## src/rtl/bpf_pkg.sv

```systemverilog
// Package for the biosignal packet framer: beat types, frame sizes and helpers.
// Used by every module of the framer and by its checker; depends on nothing.
package bpf_pkg;

    // Frame geometry.
    localparam int SAMPLES_PER_FRAME = 7;
    localparam int ECG_BITS          = 12;
    localparam int OPT_BITS          = 18;
    localparam int WORD_BITS         = 32;
    localparam int BODY_BYTES        = 2 * SAMPLES_PER_FRAME + 8;
    localparam int BODY_BITS         = 8 * BODY_BYTES;
    localparam int FRAME_LEN         = BODY_BYTES + 3;
    localparam int COUNT_BITS        = (SAMPLES_PER_FRAME > 1) ? $clog2(SAMPLES_PER_FRAME) : 1;
    localparam int BODY_CNT_BITS     = $clog2(BODY_BYTES);
    localparam int BEAT_CNT_BITS     = $clog2(FRAME_LEN);

    localparam logic [ECG_BITS-1:0] ECG_RESET = ECG_BITS'(2048);

    // Input kinds.
    localparam logic KIND_ECG     = 1'b0;
    localparam logic KIND_OPTICAL = 1'b1;

    // Configuration register indexes.
    localparam int CFG_INDEX_BITS = 1;
    localparam logic [CFG_INDEX_BITS-1:0] REG_HEADER_FIRST  = 1'b0;
    localparam logic [CFG_INDEX_BITS-1:0] REG_HEADER_SECOND = 1'b1;
    localparam logic [7:0] HEADER_FIRST_RESET  = 8'd170;
    localparam logic [7:0] HEADER_SECOND_RESET = 8'd85;

    typedef struct packed {
        logic        kind;
        logic [11:0] ecg_sample;
        logic        lead_off_minus;
        logic        lead_off_plus;
        logic [23:0] red_raw;
        logic [23:0] ir_raw;
    } t_in_beat;

    typedef struct packed {
        logic [7:0] frame_byte;
        logic       frame_last;
    } t_out_beat;

    // Everything one frame needs besides the headers.
    typedef struct packed {
        logic [SAMPLES_PER_FRAME-1:0][ECG_BITS-1:0] ecg;
        logic [OPT_BITS-1:0]                        red;
        logic [OPT_BITS-1:0]                        ir;
    } t_frame;

    typedef struct packed {
        logic [7:0] first;
        logic [7:0] second;
    } t_header;

    typedef struct packed {
        logic empty;
        logic full;
    } t_q_status;

    typedef enum logic [2:0] {
        BK_IDLE,
        BK_HEAD0,
        BK_HEAD1,
        BK_BODY,
        BK_SUM
    } t_bk_state;

    // Lays a frame out as its body bytes, first byte in the top bits.
    function automatic logic [BODY_BITS-1:0] frame_body(input t_frame f);
        logic [BODY_BITS-1:0] body;
        body = '0;
        for (int i = 0; i < SAMPLES_PER_FRAME; i++) begin
            body[BODY_BITS-1-16*i -: 16] = 16'(f.ecg[i]);
        end
        body[63:32] = WORD_BITS'(f.red);
        body[31:0]  = WORD_BITS'(f.ir);
        return body;
    endfunction

endpackage

```

## src/rtl/bpf_queue.sv

```systemverilog
// Two-entry frame queue between the framer's front and back parts.
// Depends on bpf_pkg for the frame descriptor and status types.
module bpf_queue (
    input  logic                i_clk,
    input  logic                i_rst_n,
    input  logic                i_push,
    input  bpf_pkg::t_frame     i_push_data,
    input  logic                i_pop,
    output bpf_pkg::t_frame     o_pop_data,
    output bpf_pkg::t_q_status  o_status
);

    bpf_pkg::t_frame r_mem [2];
    logic            r_wr_ptr;
    logic            r_rd_ptr;
    logic [1:0]      r_count;

    // Pointer and fill bookkeeping; the caller never pushes when full or pops when empty.
    always_ff @(posedge i_clk) begin
        if (!i_rst_n) begin
            r_wr_ptr <= 1'b0;
            r_rd_ptr <= 1'b0;
            r_count  <= 2'd0;
        end else begin
            if (i_push) begin
                r_wr_ptr <= ~r_wr_ptr;
            end
            if (i_pop) begin
                r_rd_ptr <= ~r_rd_ptr;
            end
            case ({i_push, i_pop})
                2'b10:   r_count <= r_count + 2'd1;
                2'b01:   r_count <= r_count - 2'd1;
                default: r_count <= r_count;
            endcase
        end
    end

    // Storage needs no reset.
    always_ff @(posedge i_clk) begin
        if (i_push) begin
            r_mem[r_wr_ptr] <= i_push_data;
        end
    end

    assign o_pop_data     = r_mem[r_rd_ptr];
    assign o_status.empty = (r_count == 2'd0);
    assign o_status.full  = (r_count == 2'd2);

endmodule

```

## src/rtl/bpf_front.sv

```systemverilog
// Front part of the framer: accepts input beats, keeps the ECG and optical state
// and hands each complete frame to the queue. Depends on bpf_pkg.
module bpf_front (
    input  logic                i_clk,
    input  logic                i_rst_n,
    input  logic                i_in_valid,
    output logic                o_in_ready,
    input  bpf_pkg::t_in_beat   i_in,
    input  bpf_pkg::t_q_status  i_q_status,
    output logic                o_push,
    output bpf_pkg::t_frame     o_push_data
);

    logic [bpf_pkg::ECG_BITS-1:0]   r_store [bpf_pkg::SAMPLES_PER_FRAME];
    logic [bpf_pkg::COUNT_BITS-1:0] r_count;
    logic [bpf_pkg::ECG_BITS-1:0]   r_last_good;
    logic [bpf_pkg::OPT_BITS-1:0]   r_red;
    logic [bpf_pkg::OPT_BITS-1:0]   r_ir;
    logic                           r_pending;

    logic                           accept;
    logic                           ecg_beat;
    logic                           frame_done;
    logic [bpf_pkg::ECG_BITS-1:0]   n_last_good;

    // A beat is taken whenever the queue has room for a frame it might complete.
    assign o_in_ready = !i_q_status.full;
    assign accept     = i_in_valid && o_in_ready;
    assign ecg_beat   = accept && (i_in.kind == bpf_pkg::KIND_ECG);
    assign frame_done = ecg_beat
                        && (r_count == bpf_pkg::COUNT_BITS'(bpf_pkg::SAMPLES_PER_FRAME - 1));

    // A detached lead repeats the last good reading.
    always_comb begin
        if (i_in.lead_off_minus || i_in.lead_off_plus) begin
            n_last_good = r_last_good;
        end else begin
            n_last_good = bpf_pkg::ECG_BITS'(i_in.ecg_sample);
        end
    end

    // Frame snapshot: stored samples plus the one arriving now in the last slot; optical or zero.
    always_comb begin
        for (int i = 0; i < bpf_pkg::SAMPLES_PER_FRAME; i++) begin
            if (i == bpf_pkg::SAMPLES_PER_FRAME - 1) begin
                o_push_data.ecg[i] = n_last_good;
            end else begin
                o_push_data.ecg[i] = r_store[i];
            end
        end
        o_push_data.red = r_pending ? r_red : '0;
        o_push_data.ir  = r_pending ? r_ir  : '0;
    end

    assign o_push = frame_done;

    // Control and sample state.
    always_ff @(posedge i_clk) begin
        if (!i_rst_n) begin
            r_count     <= '0;
            r_last_good <= bpf_pkg::ECG_RESET;
            r_red       <= '0;
            r_ir        <= '0;
            r_pending   <= 1'b0;
        end else if (accept) begin
            if (i_in.kind == bpf_pkg::KIND_OPTICAL) begin
                r_red     <= i_in.red_raw[bpf_pkg::OPT_BITS-1:0];
                r_ir      <= i_in.ir_raw[bpf_pkg::OPT_BITS-1:0];
                r_pending <= 1'b1;
            end else begin
                r_last_good <= n_last_good;
                if (frame_done) begin
                    r_count   <= '0;
                    r_pending <= 1'b0;
                end else begin
                    r_count <= r_count + bpf_pkg::COUNT_BITS'(1);
                end
            end
        end
    end

    // Sample store, written once per ECG beat.
    always_ff @(posedge i_clk) begin
        if (ecg_beat) begin
            r_store[r_count] <= n_last_good;
        end
    end

endmodule

```

## src/rtl/bpf_back.sv

```systemverilog
// Back part of the framer: pops frames from the queue and sends them a byte per
// beat through an output register, adding headers and checksum. Depends on bpf_pkg.
module bpf_back (
    input  logic                i_clk,
    input  logic                i_rst_n,
    input  bpf_pkg::t_header    i_header,
    input  bpf_pkg::t_q_status  i_q_status,
    input  bpf_pkg::t_frame     i_pop_data,
    output logic                o_pop,
    output logic                o_out_valid,
    input  logic                i_out_ready,
    output bpf_pkg::t_out_beat  o_out
);

    bpf_pkg::t_bk_state                r_state;
    bpf_pkg::t_bk_state                n_state;
    logic [bpf_pkg::BODY_BITS-1:0]     r_body;
    logic [bpf_pkg::BODY_CNT_BITS-1:0] r_cnt;
    logic [7:0]                        r_sum;
    bpf_pkg::t_out_beat                r_out;
    logic                              r_out_valid;

    logic                              adv;
    logic                              emit;
    logic                              body_end;
    bpf_pkg::t_out_beat                beat;

    // The output register can take a new beat when empty or being drained.
    assign adv      = !r_out_valid || i_out_ready;
    assign body_end = (r_cnt == bpf_pkg::BODY_CNT_BITS'(bpf_pkg::BODY_BYTES - 1));

    // Next state.
    always_comb begin
        n_state = r_state;
        case (r_state)
            bpf_pkg::BK_IDLE: begin
                if (!i_q_status.empty) n_state = bpf_pkg::BK_HEAD0;
            end
            bpf_pkg::BK_HEAD0: begin
                if (adv) n_state = bpf_pkg::BK_HEAD1;
            end
            bpf_pkg::BK_HEAD1: begin
                if (adv) n_state = bpf_pkg::BK_BODY;
            end
            bpf_pkg::BK_BODY: begin
                if (adv && body_end) n_state = bpf_pkg::BK_SUM;
            end
            bpf_pkg::BK_SUM: begin
                if (adv) begin
                    n_state = i_q_status.empty ? bpf_pkg::BK_IDLE : bpf_pkg::BK_HEAD0;
                end
            end
            default: n_state = bpf_pkg::BK_IDLE;
        endcase
    end

    // Outputs of the sequencer: queue pop, beat emission and beat contents.
    always_comb begin
        o_pop = 1'b0;
        emit  = 1'b0;
        beat  = '0;
        case (r_state)
            bpf_pkg::BK_IDLE: begin
                o_pop = !i_q_status.empty;
            end
            bpf_pkg::BK_HEAD0: begin
                emit            = adv;
                beat.frame_byte = i_header.first;
            end
            bpf_pkg::BK_HEAD1: begin
                emit            = adv;
                beat.frame_byte = i_header.second;
            end
            bpf_pkg::BK_BODY: begin
                emit            = adv;
                beat.frame_byte = r_body[bpf_pkg::BODY_BITS-1 -: 8];
            end
            bpf_pkg::BK_SUM: begin
                emit            = adv;
                o_pop           = adv && !i_q_status.empty;
                beat.frame_byte = r_sum;
                beat.frame_last = 1'b1;
            end
            default: begin
                emit = 1'b0;
            end
        endcase
    end

    // Sequencer state and output valid.
    always_ff @(posedge i_clk) begin
        if (!i_rst_n) begin
            r_state     <= bpf_pkg::BK_IDLE;
            r_out_valid <= 1'b0;
        end else begin
            r_state <= n_state;
            if (adv) begin
                r_out_valid <= emit;
            end
        end
    end

    // Body shifter, byte counter, running checksum and output payload.
    always_ff @(posedge i_clk) begin
        if (o_pop) begin
            r_body <= bpf_pkg::frame_body(i_pop_data);
        end else if (emit && (r_state == bpf_pkg::BK_BODY)) begin
            r_body <= {r_body[bpf_pkg::BODY_BITS-9:0], 8'h00};
        end
        if (emit && (r_state == bpf_pkg::BK_HEAD1)) begin
            r_cnt <= '0;
            r_sum <= 8'h00;
        end else if (emit && (r_state == bpf_pkg::BK_BODY)) begin
            r_cnt <= r_cnt + bpf_pkg::BODY_CNT_BITS'(1);
            r_sum <= r_sum + beat.frame_byte;
        end
        if (adv) begin
            r_out <= beat;
        end
    end

    assign o_out_valid = r_out_valid;
    assign o_out       = r_out;

endmodule

```

## src/rtl/biosignal_packet_framer.sv

```systemverilog
// Top level of the biosignal packet framer: header registers, front, queue, back.
// Depends on bpf_pkg, bpf_front, bpf_queue and bpf_back.
//
//  Channel   Handshake                    Payload
//  input     i_in_valid / o_in_ready      i_in  (bpf_pkg::t_in_beat)
//  output    o_out_valid / i_out_ready    o_out (bpf_pkg::t_out_beat)
//  config    i_cfg_we                     i_cfg_index, i_cfg_data
//
// Input beats are taken one per cycle while the two-entry frame queue has room.
// Each frame leaves as 25 beats, without gaps while the sink is ready, so the byte
// serializer, not the input side, limits the sustained rate of ECG beats.
// Reset is synchronous and active low; the sample store needs no clearing.
// A stalled sink holds the output register; the queue then fills and stalls the input.
module biosignal_packet_framer (
    input  logic                                 i_clk,
    input  logic                                 i_rst_n,
    input  logic                                 i_in_valid,
    output logic                                 o_in_ready,
    input  bpf_pkg::t_in_beat                    i_in,
    output logic                                 o_out_valid,
    input  logic                                 i_out_ready,
    output bpf_pkg::t_out_beat                   o_out,
    input  logic                                 i_cfg_we,
    input  logic [bpf_pkg::CFG_INDEX_BITS-1:0]   i_cfg_index,
    input  logic [7:0]                           i_cfg_data
);

    bpf_pkg::t_header   r_header;
    bpf_pkg::t_q_status q_status;
    bpf_pkg::t_frame    push_data;
    bpf_pkg::t_frame    pop_data;
    logic               push;
    logic               pop;

    // Header registers.
    always_ff @(posedge i_clk) begin
        if (!i_rst_n) begin
            r_header.first  <= bpf_pkg::HEADER_FIRST_RESET;
            r_header.second <= bpf_pkg::HEADER_SECOND_RESET;
        end else if (i_cfg_we) begin
            case (i_cfg_index)
                bpf_pkg::REG_HEADER_FIRST:  r_header.first  <= i_cfg_data;
                bpf_pkg::REG_HEADER_SECOND: r_header.second <= i_cfg_data;
                default:                    r_header <= r_header;
            endcase
        end
    end

    bpf_front u_front (
        .i_clk       (i_clk),
        .i_rst_n     (i_rst_n),
        .i_in_valid  (i_in_valid),
        .o_in_ready  (o_in_ready),
        .i_in        (i_in),
        .i_q_status  (q_status),
        .o_push      (push),
        .o_push_data (push_data)
    );

    bpf_queue u_queue (
        .i_clk       (i_clk),
        .i_rst_n     (i_rst_n),
        .i_push      (push),
        .i_push_data (push_data),
        .i_pop       (pop),
        .o_pop_data  (pop_data),
        .o_status    (q_status)
    );

    bpf_back u_back (
        .i_clk       (i_clk),
        .i_rst_n     (i_rst_n),
        .i_header    (r_header),
        .i_q_status  (q_status),
        .i_pop_data  (pop_data),
        .o_pop       (pop),
        .o_out_valid (o_out_valid),
        .i_out_ready (i_out_ready),
        .o_out       (o_out)
    );

endmodule

```

## config.mk

```make
export PLATFORM = sky130hd
export DESIGN_NAME = biosignal_packet_framer
export DESIGN_NICKNAME = d
export VERILOG_FILES = /design/src/rtl/bpf_pkg.sv /design/src/rtl/bpf_queue.sv /design/src/rtl/bpf_front.sv /design/src/rtl/bpf_back.sv /design/src/rtl/biosignal_packet_framer.sv
export SDC_FILE = /design/constraint.sdc
export NUM_CORES = 1
export LEC_CHECK = 0
export ABC_AREA = 1
export ABC_CLOCK_PERIOD_IN_PS = 8100
export BUFFER_PORTS_ARGS = -buffer_cell sky130_fd_sc_hd__buf_2
export CAP_MARGIN = 10
export CORE_ASPECT_RATIO = 0.5
export CORE_MARGIN = 5
export CORE_UTILIZATION = 54
export CTS_BUF_LIST = sky130_fd_sc_hd__clkbuf_8
export CTS_CLUSTER_DIAMETER = 100
export CTS_CLUSTER_SIZE = 10
export DETAILED_ROUTE_END_ITERATION = 6
export PLACE_DENSITY = 0.78
export SLEW_MARGIN = 20
export SYNTH_ARGS = -nofsm -noshare
export SYNTH_HDL_FRONTEND = slang
export SYNTH_SLANG_ARGS = --single-unit
```

## constraint.sdc

```tcl
create_clock -name i_clk -period 8.1 [get_ports i_clk]
set_input_delay 0.405 -clock i_clk [delete_from_list [all_inputs] [get_ports i_clk]]
set_output_delay 0.405 -clock i_clk [all_outputs]
set_load 0.02 [all_outputs]
```

==> metrics.txt <==
GP Congestion=0.824; Clk pwr share=28.9%; Layout area overhead=9.90%; f_max=0.270 GHz; WS Path Type=reg -> reg; pwr dens=261 nW/um2; Port Buffer Count=75; CTS buffer count=68; vias in the first global route=12.7k; Core ar.=40400 um2; Seq pwr share=58.2%; First-pass DRT Iterations=5; worst-margin pin slew=0.972 ns; startpoint types=flop; Min Hold Slack=0.0495 ns; Via Count=13.1k; DRT iter0 DRCs=1189; row count=52; LEAKAGE=0.00921 uW; post-synthesis cell count=1781; Worst Setup End Kind=flop; WL/cell=16.7 um; initial antenna violation count=0; CP most frequent cell=nor2_1; r2r worst-path depth=6; RR Endpoint=u_back.r_body[37]; Clock Path Buffers=3; hold_buf cts=8; Worst slew margin=35.2%; register bit total from synthesis=587; Psw=1690 uW; CTS H-tree depth=3; Horiz. Die Dim=296 um; GRT overflow=0; VDD IR max=0.000149 V; Sw Ratio=26.8%; first-pass GRT wire length=65400 um; status=complete, no violations; Setup Skew=0.0304 ns; Hold Path Origin=i_in[6]; worst hold path stage count=3; syn_nets=1871; Critical Path RT=8.36 ns; final period utilization=45.8%; Design Area, Final=24200 um2; R2R Setup Slk=4.39 ns; syn_area_per_cell=12.4 um2; number of vias per cell=5.32; # IOs=88; endpoints failing setup=0; unrepaired setup endpoints after global routing=no; post-route ant nets=0; register clock-pin slew on the reported worst setup and hold paths=0.07 ns; Max FO, Critical Path=178; DRC viols=0; setup TNS=0 ns; Die Area=45200 um2; Synth async-reset ratio=0%; clock tree from TritonCTS=done; Synthesis Warnings=0; GRT Overall Usage=18.0%; pin count of the biggest net entering global routing=179; worst skew pair latency=0.63 ns; Post-CTS Setup Inserts=0; Nets=1962; crit-path cells=nor2_1 > nor2_1 > o21ai_4 > buf_12 > nand2_4 > buf_4; minimum clock period=3.71 ns; Slew Limit Fails=0; Internal Pwr Total=4620 uW; post-synthesis sequential area ratio=73.3%; min-delay worst type=in -> reg; share of layout cells above drive strength 1=10.1%; post-detail-place hpwl=22300 um; Initial Util=54.6%; TritonCTS Sinks=587; Crit-path slowest cell=nand2_4; max-capacitance violation count=0; WL final=41100 um; combinational share of power=12.9%; reg-to-reg startpoint=u_queue.r_count[0]; post-synth cell types=36; Fin. Hold Viols=0; cts repair resizes=0; Die Span Y=153 um; placed cell area=22900 um2; ys flop type=edfxtp_1; CTS Root Buffer Type=clkbuf_8; Post-Synthesis Cell Area=22000 um2; Post-synth EDFFs=441; delay of the slowest cell on the worst path=0.76 ns; hold path endpoint=u_front.r_ir[6]; diodes inserted=0; crit path DAT=3.97 ns
==> flip-flops by register name (all words and copies together), names as in the netlist, 2 cells and up, named ones only <==
name and count:
u_front.r_count 3, u_front.r_last_good 12, u_queue.r_mem 240, u_queue.r_count 2
u_back.r_state 3, u_back.r_cnt 5, u_front.r_store 72, u_back.r_body 176
u_front.r_ir 18, u_back.o_out 9, r_header 16, u_front.r_red 18
u_back.r_sum 8
==> through the flow <==
step | instances | utilization, % | worst slack (ns) | power [uW]
global route | 2463 | 60.0 | 4.20 | 6630
global placement | 2331 | 56.6 | 4.44 | 4490
CTS | 2460 | 59.7 | 4.30 | 6350
floorplan | 1781 | - | 1.42 | 4330
detailed placement | 2331 | 56.6 | 4.39 | 4540
finish | 2463 | 60.0 | 4.39 | 6310
==> synthesized netlist by cell type, types with 9 or more instances <==
| master | count | area share (%) |
|---|---|---|
| mux2i_1 | 72 | 3.3 |
| dfxtp_1 | 146 | 13 |
| inv_1 | 127 | 2.2 |
| buf_2 | 25 | 0.57 |
| a21o_1 | 41 | 1.4 |
| buf_4 | 9 | 0.31 |
| o21ai_1 | 19 | 0.43 |
| clkbuf_1 | 47 | 0.80 |
| edfxtp_1 | 441 | 60 |
| nor2_1 | 167 | 2.8 |
| ha_1 | 12 | 0.68 |
| nand3_1 | 20 | 0.45 |
| o21ai_0 | 191 | 4.3 |
| nand2_1 | 299 | 5.1 |
| a21oi_1 | 116 | 2.6 |
==> metal layers <==
metal  vias to the layer above  wire length (um)  part of all wire [%]  GRT usage (%)
li1                       6358                 -                     -              -
met1                      6286             18200                    44           24.2
met2                       393             19800                    48           30.0
met3                        60              2320                   5.6           3.57
met4                         0               770                   1.9           5.42
met5                         -                 0                     0              0
==> worst max path at each step <==
stage	cells after the start	startpoint	to
finish	6	u_queue.r_count[0]	u_back.r_body[37]
CTS	8	u_back.r_state[0]	u_back.r_body[14]
global route	9	u_back.r_state[1]	u_back.r_body[43]
global placement	7	u_back.r_state[0]	u_back.r_body[32]
detailed placement	8	u_back.r_state[0]	u_back.r_body[72]
floorplan	6	u_queue.r_count[0]	u_queue.r_mem[0][0]
==> cells in the final DEF (no fill, tap or decap), drive strengths merged, types with 2 or more instances in the layout <==
master       netlist  final
xnor2              3      3
clkinvlp           0      3
dlygate4sd3        0      8
o21ai            211    211
nand3             20     20
ha                12     12
a211oi             2      2
inv              131    179
mux2i             72     72
dfxtp            146    146
buf               41    101
o2111ai            4      4
a21oi            116    116
nand2            300    300
or2                2      2
a21o              41     41
nor2             170    170
nand4              6      6
nor3               7      7
edfxtp           441    441
nand3b             3      3
clkbuf            47     68
clkinv             0      2
==> critical path, delay by kind of cell (launching register included) <==
kind                   cells  cell delay (ns)
and+or+nand+nor            3             1.44
buffers and inverters      2             1.09
DFF                        1             0.35
AOI/OAI and AO/OA          1             0.11
==> power groups by stage <==
| stage | logic [uW] | clock network [uW] | registers [uW] |
|---|---|---|---|
| 6_report | 814 | 1820 | 3670 |
| 2_1_floorplan | 596 | 0 | 3740 |
| 4_1_cts | 812 | 1860 | 3670 |
| 5_1_grt | 930 | 2000 | 3700 |
| 3_5_place_dp | 803 | 0 | 3740 |
| 3_3_place_gp | 771 | 0 | 3720 |
==> final cells by class <==
class	count	area (um2)
clock buffers	68	936
fillers	3038	16200
well taps	540	676
repair buffers	109	726
multi-input cells	975	4980
inverters	131	494
flip-flops and latches	587	16200
clock inverters	53	241
==> cell families (layout without fill, tap and decap cells) <==
| family | after synthesis | count (layout) | synth area share (%) |
|---|---|---|---|
| compound gates | 377 | 377 | 9.17 |
| xor+xnor | 4 | 4 | 0.159 |
| fa+ha+maj | 13 | 13 | 0.772 |
| buf+inv | 219 | 361 | 4.23 |
| flops | 587 | 587 | 73.3 |
| mux | 73 | 73 | 3.32 |
| simple gates | 508 | 508 | 9.01 |
Power figures use the tool's default switching activity.
